### config.mk
export PLATFORM = sky130hd
export DESIGN_NAME = periodic_event_timer_table
export DESIGN_NICKNAME = d
export VERILOG_FILES = /design/src/hw/rtl/pett_pkg.sv /design/src/hw/rtl/pett_ram.sv /design/src/hw/rtl/periodic_event_timer_table.sv
export SDC_FILE = /design/constraint.sdc
export NUM_CORES = 1
export LEC_CHECK = 0
export BUFFER_PORTS_ARGS = -buffer_cell sky130_fd_sc_hd__clkbuf_2
export CORE_AREA = 2 2 228 230
export CTS_CLUSTER_SIZE = 20
export DETAILED_ROUTE_END_ITERATION = 12
export DIE_AREA = 0 0 230 232
export PLACE_DENSITY = 0.68
export REMOVE_ABC_BUFFERS = 1
export SLEW_MARGIN = 0
export SYNTH_ARGS = -nofsm -noshare
export SYNTH_HDL_FRONTEND = slang
export SYNTH_SLANG_ARGS = --single-unit
### constraint.sdc
create_clock -name i_clk -period 8.4 [get_ports i_clk]
set_clock_uncertainty 0.2 [all_clocks]
set_input_delay 1.26 -clock i_clk [delete_from_list [all_inputs] [get_ports i_clk]]
set_output_delay 1.26 -clock i_clk [all_outputs]
set_load 0.03 [all_outputs]
### src/hw/rtl/pett_pkg.sv
// Shared constants and helpers for the periodic event timer table.
package pett_pkg;

    // Table size and the width of a slot index.
    localparam int NUM_SLOTS = 8;
    localparam int SLOT_W    = (NUM_SLOTS > 1) ? $clog2(NUM_SLOTS) : 1;

    // Field widths of the transactions.
    localparam int CMD_W    = 2;
    localparam int PERIOD_W = 32;
    localparam int ID_W     = 8;
    localparam int KIND_W   = 3;
    localparam int OSLOT_W  = 3;

    // Width of one table entry in the timer memory: reload value over countdown.
    localparam int ENTRY_W  = 2 * PERIOD_W;

    // Command codes.
    localparam logic [CMD_W-1:0] CMD_REGISTER   = 2'd0;
    localparam logic [CMD_W-1:0] CMD_UNREGISTER = 2'd1;
    localparam logic [CMD_W-1:0] CMD_TICK       = 2'd2;
    localparam logic [CMD_W-1:0] CMD_CLEAR      = 2'd3;

    // Result kind codes.
    localparam logic [KIND_W-1:0] KIND_REGISTERED   = 3'd0;
    localparam logic [KIND_W-1:0] KIND_FULL         = 3'd1;
    localparam logic [KIND_W-1:0] KIND_UNREGISTERED = 3'd2;
    localparam logic [KIND_W-1:0] KIND_INVALID      = 3'd3;
    localparam logic [KIND_W-1:0] KIND_FIRED        = 3'd4;
    localparam logic [KIND_W-1:0] KIND_CLEARED      = 3'd5;

    typedef logic [SLOT_W-1:0] t_slot_idx;

    // The reported slot carries the low bits of the slot index.
    function automatic logic [OSLOT_W-1:0] to_out_slot(input t_slot_idx idx);
        return OSLOT_W'(idx);
    endfunction

endpackage

### src/hw/rtl/pett_ram.sv
// Generic single-write, single-read RAM with a registered read port.
module pett_ram #(
    parameter int WIDTH = 32,
    parameter int DEPTH = 8,
    localparam int AW   = (DEPTH > 1) ? $clog2(DEPTH) : 1
) (
    input  logic             i_clk,
    input  logic             i_we,
    input  logic [AW-1:0]    i_waddr,
    input  logic [WIDTH-1:0] i_wdata,
    input  logic             i_re,
    input  logic [AW-1:0]    i_raddr,
    output logic [WIDTH-1:0] o_rdata
);

    logic [WIDTH-1:0] r_mem [DEPTH];
    logic [WIDTH-1:0] r_rdata;

    // Write port.
    always_ff @(posedge i_clk) begin
        if (i_we) begin
            r_mem[i_waddr] <= i_wdata;
        end
    end

    // Read port; the data holds while no read is issued.
    always_ff @(posedge i_clk) begin
        if (i_re) begin
            r_rdata <= r_mem[i_raddr];
        end
    end

    assign o_rdata = r_rdata;

endmodule

### src/hw/rtl/periodic_event_timer_table.sv
// Periodic event timer table: busy flags in flip-flops, countdown and reload values in one RAM.
// Register, unregister and clear give their result in the cycle after acceptance.
// A tick sweeps the timer RAM one slot per cycle while the output is not stalled, limited by the
// single read port of the RAM through which each entry is read.
// Fired results come in ascending slot order; a tick with no fired slot gives no transaction.
// Synchronous active-low reset clears all busy flags, the output and the sweep; the RAM needs none.
module periodic_event_timer_table
    import pett_pkg::*;
(
    input  logic                i_clk,
    input  logic                i_rst_n,
    input  logic                i_in_valid,
    output logic                o_in_stall,
    input  logic [CMD_W-1:0]    i_command,
    input  logic [PERIOD_W-1:0] i_period_ticks,
    input  logic [ID_W-1:0]     i_event_id,
    output logic                o_out_valid,
    input  logic                i_out_stall,
    output logic [KIND_W-1:0]   o_kind,
    output logic [OSLOT_W-1:0]  o_slot,
    output logic                o_last
);

    localparam logic [1:0] ST_IDLE  = 2'd0;
    localparam logic [1:0] ST_EVAL  = 2'd1;
    localparam logic [1:0] ST_FLUSH = 2'd2;

    localparam t_slot_idx LAST_IDX = SLOT_W'(NUM_SLOTS - 1);

    logic [1:0]           r_state, n_state;
    logic [NUM_SLOTS-1:0] r_busy, n_busy;
    t_slot_idx            r_idx, n_idx;
    logic                 r_pend_v, n_pend_v;
    t_slot_idx            r_pend_slot, n_pend_slot;

    logic                 r_out_v, n_out_v;
    logic [KIND_W-1:0]    r_out_kind, n_out_kind;
    logic [OSLOT_W-1:0]   r_out_slot, n_out_slot;
    logic                 r_out_last, n_out_last;

    logic                 out_free;
    logic                 in_acc;
    logic                 free_found;
    t_slot_idx            free_idx;

    logic                 ram_we, ram_re;
    t_slot_idx            ram_waddr, ram_raddr;
    logic [ENTRY_W-1:0]   ram_wdata, ram_rdata;

    logic [PERIOD_W-1:0]  cd, reload, cd_dec;
    logic                 active, fire, advance;

    // Timer memory: reload value in the upper half, countdown in the lower half.
    pett_ram #(
        .WIDTH (ENTRY_W),
        .DEPTH (NUM_SLOTS)
    ) u_timer_ram (
        .i_clk   (i_clk),
        .i_we    (ram_we),
        .i_waddr (ram_waddr),
        .i_wdata (ram_wdata),
        .i_re    (ram_re),
        .i_raddr (ram_raddr),
        .o_rdata (ram_rdata)
    );

    // Handshake on both sides.
    assign out_free   = !r_out_v || !i_out_stall;
    assign o_in_stall = !i_rst_n || (r_state != ST_IDLE) || !out_free;
    assign in_acc     = i_in_valid && !o_in_stall;

    // Lowest free slot.
    always_comb begin
        free_found = 1'b0;
        free_idx   = '0;
        for (int i = NUM_SLOTS - 1; i >= 0; i--) begin
            if (!r_busy[i]) begin
                free_found = 1'b1;
                free_idx   = SLOT_W'(i);
            end
        end
    end

    // Evaluation of the slot whose entry has just been read.
    assign cd      = ram_rdata[PERIOD_W-1:0];
    assign reload  = ram_rdata[ENTRY_W-1:PERIOD_W];
    assign cd_dec  = cd - PERIOD_W'(1);
    assign active  = r_busy[r_idx] && (cd != '0);
    assign fire    = active && (cd_dec == '0);
    assign advance = !(fire && r_pend_v) || out_free;

    // Control, memory access and result selection.
    always_comb begin
        n_state     = r_state;
        n_busy      = r_busy;
        n_idx       = r_idx;
        n_pend_v    = r_pend_v;
        n_pend_slot = r_pend_slot;
        n_out_v     = r_out_v && i_out_stall;
        n_out_kind  = r_out_kind;
        n_out_slot  = r_out_slot;
        n_out_last  = r_out_last;
        ram_we      = 1'b0;
        ram_waddr   = r_idx;
        ram_wdata   = {reload, fire ? reload : cd_dec};
        ram_re      = 1'b0;
        ram_raddr   = r_idx + SLOT_W'(1);

        case (r_state)
            ST_IDLE: begin
                if (in_acc) begin
                    n_out_slot = '0;
                    n_out_last = 1'b1;
                    case (i_command)
                        CMD_REGISTER: begin
                            n_out_v = 1'b1;
                            if (free_found) begin
                                n_busy[free_idx] = 1'b1;
                                ram_we           = 1'b1;
                                ram_waddr        = free_idx;
                                ram_wdata        = {i_period_ticks, i_period_ticks};
                                n_out_kind       = KIND_REGISTERED;
                                n_out_slot       = to_out_slot(free_idx);
                            end else begin
                                n_out_kind = KIND_FULL;
                            end
                        end
                        CMD_UNREGISTER: begin
                            n_out_v = 1'b1;
                            if (i_event_id < ID_W'(NUM_SLOTS)) begin
                                n_busy[i_event_id[SLOT_W-1:0]] = 1'b0;
                                n_out_kind = KIND_UNREGISTERED;
                            end else begin
                                n_out_kind = KIND_INVALID;
                            end
                        end
                        CMD_TICK: begin
                            ram_re    = 1'b1;
                            ram_raddr = '0;
                            n_idx     = '0;
                            n_pend_v  = 1'b0;
                            n_state   = ST_EVAL;
                        end
                        default: begin
                            n_out_v    = 1'b1;
                            n_busy     = '0;
                            n_out_kind = KIND_CLEARED;
                        end
                    endcase
                end
            end
            ST_EVAL: begin
                if (advance) begin
                    ram_we = active;
                    // A new fire pushes the previous one out; it is not the last.
                    if (fire) begin
                        if (r_pend_v) begin
                            n_out_v    = 1'b1;
                            n_out_kind = KIND_FIRED;
                            n_out_slot = to_out_slot(r_pend_slot);
                            n_out_last = 1'b0;
                        end
                        n_pend_v    = 1'b1;
                        n_pend_slot = r_idx;
                    end
                    if (r_idx == LAST_IDX) begin
                        n_state = ST_FLUSH;
                    end else begin
                        ram_re = 1'b1;
                        n_idx  = r_idx + SLOT_W'(1);
                    end
                end
            end
            ST_FLUSH: begin
                // The held fire is the final result of the tick.
                if (!r_pend_v) begin
                    n_state = ST_IDLE;
                end else if (out_free) begin
                    n_out_v    = 1'b1;
                    n_out_kind = KIND_FIRED;
                    n_out_slot = to_out_slot(r_pend_slot);
                    n_out_last = 1'b1;
                    n_pend_v   = 1'b0;
                    n_state    = ST_IDLE;
                end
            end
            default: begin
                n_state = ST_IDLE;
            end
        endcase
    end

    // Control registers.
    always_ff @(posedge i_clk) begin
        if (!i_rst_n) begin
            r_state  <= ST_IDLE;
            r_busy   <= '0;
            r_pend_v <= 1'b0;
            r_out_v  <= 1'b0;
        end else begin
            r_state  <= n_state;
            r_busy   <= n_busy;
            r_pend_v <= n_pend_v;
            r_out_v  <= n_out_v;
        end
    end

    // Payload registers.
    always_ff @(posedge i_clk) begin
        r_idx       <= n_idx;
        r_pend_slot <= n_pend_slot;
        r_out_kind  <= n_out_kind;
        r_out_slot  <= n_out_slot;
        r_out_last  <= n_out_last;
    end

    assign o_out_valid = r_out_v;
    assign o_kind      = r_out_kind;
    assign o_slot      = r_out_slot;
    assign o_last      = r_out_last;

endmodule

# [Word-level counts from Yosys, hierarchy flattened]
# Memory sizes are Yosys's and may differ from the RTL's. A register that Yosys moved wholly into a read port is not among the register bits.
# Index checks and enable logic that the tools add are counted.
[word_totals] ram_bits=512 n_memories=1 elab_cells=173 reg_bits=25 in_bits=46
[memory_table] name="u_timer_ram.r_mem" depth=8 word_bits=64 rd=1 rd_clocked_by_memory_dff=1 write_ports=1 line="pett_ram.sv:16" rtl="logic [WIDTH-1:0] r_mem [DEPTH];"
[op_classes] bitwise=4 eq_ne=18 order_cmp=6 muxes=102 addsub=2 n_reduce_logical=31
[op_table] op="two-way mux 64 bit" n=4
[op_table] op="two-way mux 3 bit" n=33
[op_table] op="two-way mux 1 bit" n=42
[op_table] op="logical NOT 32 bit" n=1
[op_table] op="two-way mux 32 bit" n=1
[op_table] op="nonzero test 32 bit" n=1
[op_table] op="subtractor 32 x 1 -> 32 bit (second input constant)" n=1
[op_table] op="case mux 3 bit (3 select lines)" n=3
[op_table] op="case mux 8 bit (3 select lines)" n=1
[op_table] op="!= test 2 bit (second input constant)" n=11
[op_table] op="AND reduction 5 bit" n=4
[op_table] op="two-way mux 8 bit" n=2
[op_table] op="< comparator 3 x 4 -> 1 bit (second input constant)" n=3
[op_table] op="two-way mux 2 bit" n=6
[op_table] op="case mux 1 bit (3 select lines)" n=3
[op_table] op="bitwise AND 8 bit" n=1
[op_table] op="< comparator 8 x 4 -> 1 bit (second input constant)" n=1
[op_table] op="NOT 8 bit" n=1
[op_table] op="bitwise OR 8 bit" n=1
[op_table] op="AND reduction 8 bit" n=1
[op_table] op="logical AND 1 bit" n=7
[op_table] op="AND reduction 7 bit" n=1
[op_table] op="demux 1 bit (select 3 bit)" n=2
[op_table] op=">= comparator 3 x 1 -> 1 bit (second input constant)" n=2
[op_table] op="other kinds (17)" n=30

# [Longest topological paths before layout]
[depth] depth_word=15 mapped_depth=12 mapped_depth_nobuf=10

# [By module]
# Synthesis repeated with hierarchy kept, for this count alone.
[unflattened] cells_unflattened=1347 hier_area_um2=24568.6
[by_module_without_submodules] mod="pett_ram" instances=1 area_each_um2=21187.8 cells_per_inst=816 seq_area_each_um2=17296.6
[by_module_without_submodules] mod="periodic_event_timer_table" instances=1 area_each_um2=3380.7 cells_per_inst=531 seq_area_each_um2=630.6

# [Least setup slack after synthesis]
# Ideal clock, no wire load.
[synth_path] kind="flip-flop to flip-flop" start="register u_timer_ram.r_rdata[7] (netlist: u_timer_ram.o_rdata[7]) (read register of u_timer_ram.r_mem)" end="memory u_timer_ram.r_mem[2][0] (netlist bit), enable pin" setup_time_ns=0.565 stages_incl_launch_ff=11 slack_ns=0.575 synth_period_minus_slack_ns=7.825 t_arrival_ns=7.060 n_path_buf=2 cell_sequence="edfxtp_1 or4_4 or4_1 buf_2 nor4_2 xor2_1 nor4_1 and3_4 buf_6 a21o_1 nor3_1"
[synth_via] elab_chain_len=10 word_cells_on_any_way=12 cone_classes="1 x add/sub; 4 x mux; 7 x reduce/logical"
[synth_rtl] element="start, declared" line="pett_ram.sv:17" rtl="logic [WIDTH-1:0] r_rdata;"
[synth_rtl] element="subtractor 32 x 1 -> 32 bit / nonzero test 32 bit (equally long branches)" line="periodic_event_timer_table.sv:87, periodic_event_timer_table.sv:88"
[synth_rtl] element="logical NOT 32 bit / logical AND 1 bit (equally long branches)" line="periodic_event_timer_table.sv:89, periodic_event_timer_table.sv:88"
[synth_rtl] element="logical AND 1 bit" line="periodic_event_timer_table.sv:89" rtl="assign fire = active && (cd_dec == '0);"
[synth_rtl] element="logical AND 1 bit" line="periodic_event_timer_table.sv:90" rtl="assign advance = !(fire && r_pend_v) || out_free;"
[synth_rtl] element="logical NOT 1 bit" line="periodic_event_timer_table.sv:90"
[synth_rtl] element="logical OR 1 bit" line="periodic_event_timer_table.sv:90"
[synth_rtl] element="two-way mux 1 bit *" line="periodic_event_timer_table.sv:153" rtl="if (advance) begin"
[synth_rtl] element="case mux 1 bit (2 select lines) *" line="periodic_event_timer_table.sv:109" rtl="case (r_state)"
[synth_rtl] element="two-way mux 1 bit *" line="pett_ram.sv:21" rtl="if (i_we) begin"
[synth_rtl] element="two-way mux 1 bit (not written as such) *" line="pett_ram.sv:22" rtl="r_mem[i_waddr] <= i_wdata;"
[synth_rtl] element="end, declared" line="pett_ram.sv:16"
# Every way passes the cells marked *; elsewhere a longest branch is shown, timed or not.

# [Final worst setup path]
[layout_path] start="register u_timer_ram.r_rdata[7] (netlist: u_timer_ram.o_rdata[7]) (read register of u_timer_ram.r_mem)" end="memory u_timer_ram.r_mem[7][17] (netlist bit), enable pin"
# The elaborated chain is that of the path after synthesis.

==> impl_metrics.env <==
export IMPL_io_buffers=54
export IMPL_synth_cells=2039
export IMPL_top_layer="met4"
export IMPL_synth_mux_area_frac=0.0325
export IMPL_cap_violations=0
export IMPL_grt_util_all_layers=0.219
export IMPL_met2WireLength_mm=27.2
export IMPL_cts_tree="done"
export IMPL_hold_class="register to register"
export IMPL_final_common_cell="edfxtp_1"
export IMPL_start_util=0.494
export IMPL_dieArea_um2=53400
export IMPL_die_w_um=230
export IMPL_critPathKind="register to register"
export IMPL_grt_pass1_wl_mm=90.0
export IMPL_cp_start_kind="register"
export IMPL_cts_num_sinks=601
export IMPL_clkTransAtPathRegs_ns=0.06
export IMPL_ant_nets=0
export IMPL_final_area_um2=27900
export IMPL_wl_per_cell_um=21.1
export IMPL_core_area_um2=50900
export IMPL_rsz0062_at_grt="no"
export IMPL_synth_edf_count=589
export IMPL_route_vias_total=16100
export IMPL_synth_xor_area_frac=0.00906
export IMPL_synth_compound_area_share=0.0565
export IMPL_synth_fa_ha_area_frac=0.00398
export IMPL_cts_max_level=2
export IMPL_remaining_drc_errors=0
export IMPL_crit_chain="or4_4 -> or4_1 -> nor4_2 -> xor2_1 -> nor4_1 -> and3_4 -> a21o_1 -> nor2_4 -> buf_4"
export IMPL_antenna_found_initial=0
export IMPL_insertedDiodeCount=0
export IMPL_cts_buffer_depth=3
export IMPL_total_leakage_power_nw=9.52
export IMPL_io_pins=55
export IMPL_root_buffer="clkbuf_16"
export IMPL_crit_arrival_ns=5.47
export IMPL_synth_top_family_by_area="simple AND/OR/NAND/NOR gates"
export IMPL_cts_buffers=57
export IMPL_placed_area_um2=26100
export IMPL_finalSetupViolCount=0
export IMPL_synth_cell_types=57
export IMPL_slew_headroom=0.244
export IMPL_synth_ff_type="edfxtp_1"
export IMPL_post_cts_buffers=0
export IMPL_synthToLayoutAreaGrowth_pct=11.0
export IMPL_powerDensity_nw_per_um2=381
export IMPL_period_needed_ns=5.42
export IMPL_dr_pass1_iters=5
export IMPL_grt_start_max_net_pins=86
export IMPL_final_hold_violation_count=0
export IMPL_period_share=0.646
export IMPL_synth_seq_area_share=0.713
export IMPL_syn_area_um2=25100
export IMPL_yosys_warnings=0
export IMPL_max_stage_delay_ns=0.88
export IMPL_wl_mm=58.7
export IMPL_cts_hold_buf=0
export IMPL_slew_viol_final=0
export IMPL_first_iter_violations=1945
export IMPL_place_hpwl_mm=32.2
export IMPL_wl_met3_mm=4.74
export IMPL_p_total_mw=10.6
export IMPL_die_h_um=232
export IMPL_synth_area_per_cell_um2=12.3
export IMPL_async_flop_share=0
export IMPL_crit_path_max_fanout=39
export IMPL_place_congestion=0.849
export IMPL_via_per_inst=5.80
export IMPL_cts_resized_gates=0
export IMPL_yosys_register_bits=601
export IMPL_cp_required_ns=8.45
export IMPL_fmaxAchievable_mhz=184
export IMPL_synth_simple_area_share=0.164
export IMPL_worstMarginPinSlew_ns=1.13
export IMPL_critPathSlowestCell="nor2_4"
export IMPL_grt_pass1_vias=15600
export IMPL_clkLatencyLatePin_ns=0.63
export IMPL_fin_nets=2105
export IMPL_status="finished, final reports clean"
export IMPL_wl_met1_mm=25.3
export IMPL_cp_end_kind="register"
export IMPL_fillers=4141
export IMPL_final_cell_mix="589 x edfxtp_1, 519 x nand2_1, 266 x nand3_1"
export IMPL_drive_above_1_share=0.119
export IMPL_ir_worst_vdd_mv=0.402
export IMPL_fp_row_count=83
export IMPL_overflow=0
flip-flops by register name, indices dropped and copies added, names as in the netlist:
| register | cells |
|---|---|
| u_timer_ram.r_mem | 512 |
| u_timer_ram.o_rdata | 64 |
| r_busy | 8 |
| o_kind | 3 |
| o_slot | 3 |
| r_idx | 3 |
| r_pend_slot | 3 |
| r_state | 2 |
| o_last | 1 |
| o_out_valid | 1 |
| r_pend_v | 1 |
routing by layer:
layer	vias up	global-route usage
met3	104	0.0408
met5	-	0
met2	680	0.346
met4	0	0.0696
li1	7452	-
met1	7867	0.309
critical path: cells and delay by family, from the launching register on:
family	cells	cell delay [ns]
XOR/XNOR	1	0.29
buffers and inverters	1	0.69
flip-flops	1	0.50
AND/OR/NAND/NOR	6	2.93
AO/OA/AOI/OAI	1	0.38
worst paths after layout:
| kind | start | to | slack, ns | cells past startpoint |
|---|---|---|---|---|
| worst min-delay path | r_state[0] | r_state[0] | 0.31 | 2 |
| worst max-delay path | u_timer_ram.o_rdata[7] | u_timer_ram.r_mem[7][17] | 2.98 | 9 |
| worst min register to register | r_state[0] | r_state[0] | 0.31 | 2 |
| worst max register to register | u_timer_ram.o_rdata[7] | u_timer_ram.r_mem[7][17] | 2.98 | 9 |
final cells by class:
cell class | instances | area [um2] | area share
inverters | 11 | 41.3 | 0.00148
repair buffers | 76 | 448 | 0.0161
clock buffers | 65 | 1460 | 0.0522
flip-flops and latches | 601 | 17900 | 0.642
multi-input cells | 1304 | 6820 | 0.244
well taps | 680 | 851 | 0.0305
clock inverters | 40 | 363 | 0.0130
power breakdown:
| part | switching [mW] | total (mW) | internal, mW |
|---|---|---|---|
| clock | 1.10 | 2.53 | 1.43 |
| sequential | 0.225 | 4.40 | 4.17 |
| combinational | 2.64 | 3.70 | 1.06 |
cell families after synthesis:
family | after synthesis
muxes | 71
DFF | 601
and+or+nand+nor | 943
buffers and inverters | 134
AOI/OAI and AO/OA | 256
adders and majority gates | 8
xor gates and xnor gates | 26
cell usage after synthesis (3+ instances only):
| library cell | count | area share |
|---|---|---|
| a21o_1 | 7 | 0.0021 |
| and4_1 | 3 | 0.0010 |
| nand2_1 | 524 | 0.078 |
| edfxtp_1 | 589 | 0.70 |
| nand2b_1 | 5 | 0.0012 |
| a31oi_1 | 19 | 0.0047 |
| nor3_1 | 15 | 0.0030 |
| or3_1 | 6 | 0.0015 |
| or4_1 | 7 | 0.0021 |
| o21ai_0 | 144 | 0.029 |
| dfxtp_1 | 12 | 0.0096 |
| ha_1 | 8 | 0.0040 |
| buf_1 | 12 | 0.0018 |
| nor2_1 | 72 | 0.011 |
| and3_1 | 3 | 0.00075 |
| and2_1 | 4 | 0.0010 |
| xor2_1 | 18 | 0.0063 |
| a21oi_1 | 56 | 0.011 |
| mux2i_1 | 4 | 0.0016 |
| buf_2 | 3 | 0.00060 |
| nor4_2 | 3 | 0.0015 |
| nand4_1 | 8 | 0.0020 |
| nor3b_1 | 3 | 0.00090 |
| mux2_2 | 65 | 0.029 |
| nand3_1 | 266 | 0.053 |
| nor4_1 | 10 | 0.0025 |
| a211oi_1 | 4 | 0.0012 |
| clkbuf_1 | 106 | 0.016 |
| a21boi_0 | 9 | 0.0027 |
| xnor2_1 | 8 | 0.0028 |
| inv_1 | 11 | 0.0016 |
through the flow:
stage / hold WS [ns] / setup TNS [ns] / utilization / std cells / worst slack (ns)
floorplan: 0.269 / -27.33 / - / 1916 / -0.427
global placement: 0.291 / 0 / 0.513 / 2672 / 2.94
detailed placement: 0.304 / 0 / 0.513 / 2672 / 2.75
CTS: 0.315 / 0 / 0.548 / 2777 / 2.98
global route: 0.359 / 0 / 0.548 / 2777 / 2.78
finish: 0.312 / 0 / 0.548 / 2777 / 2.98
Power figures use the tool's default switching activity.
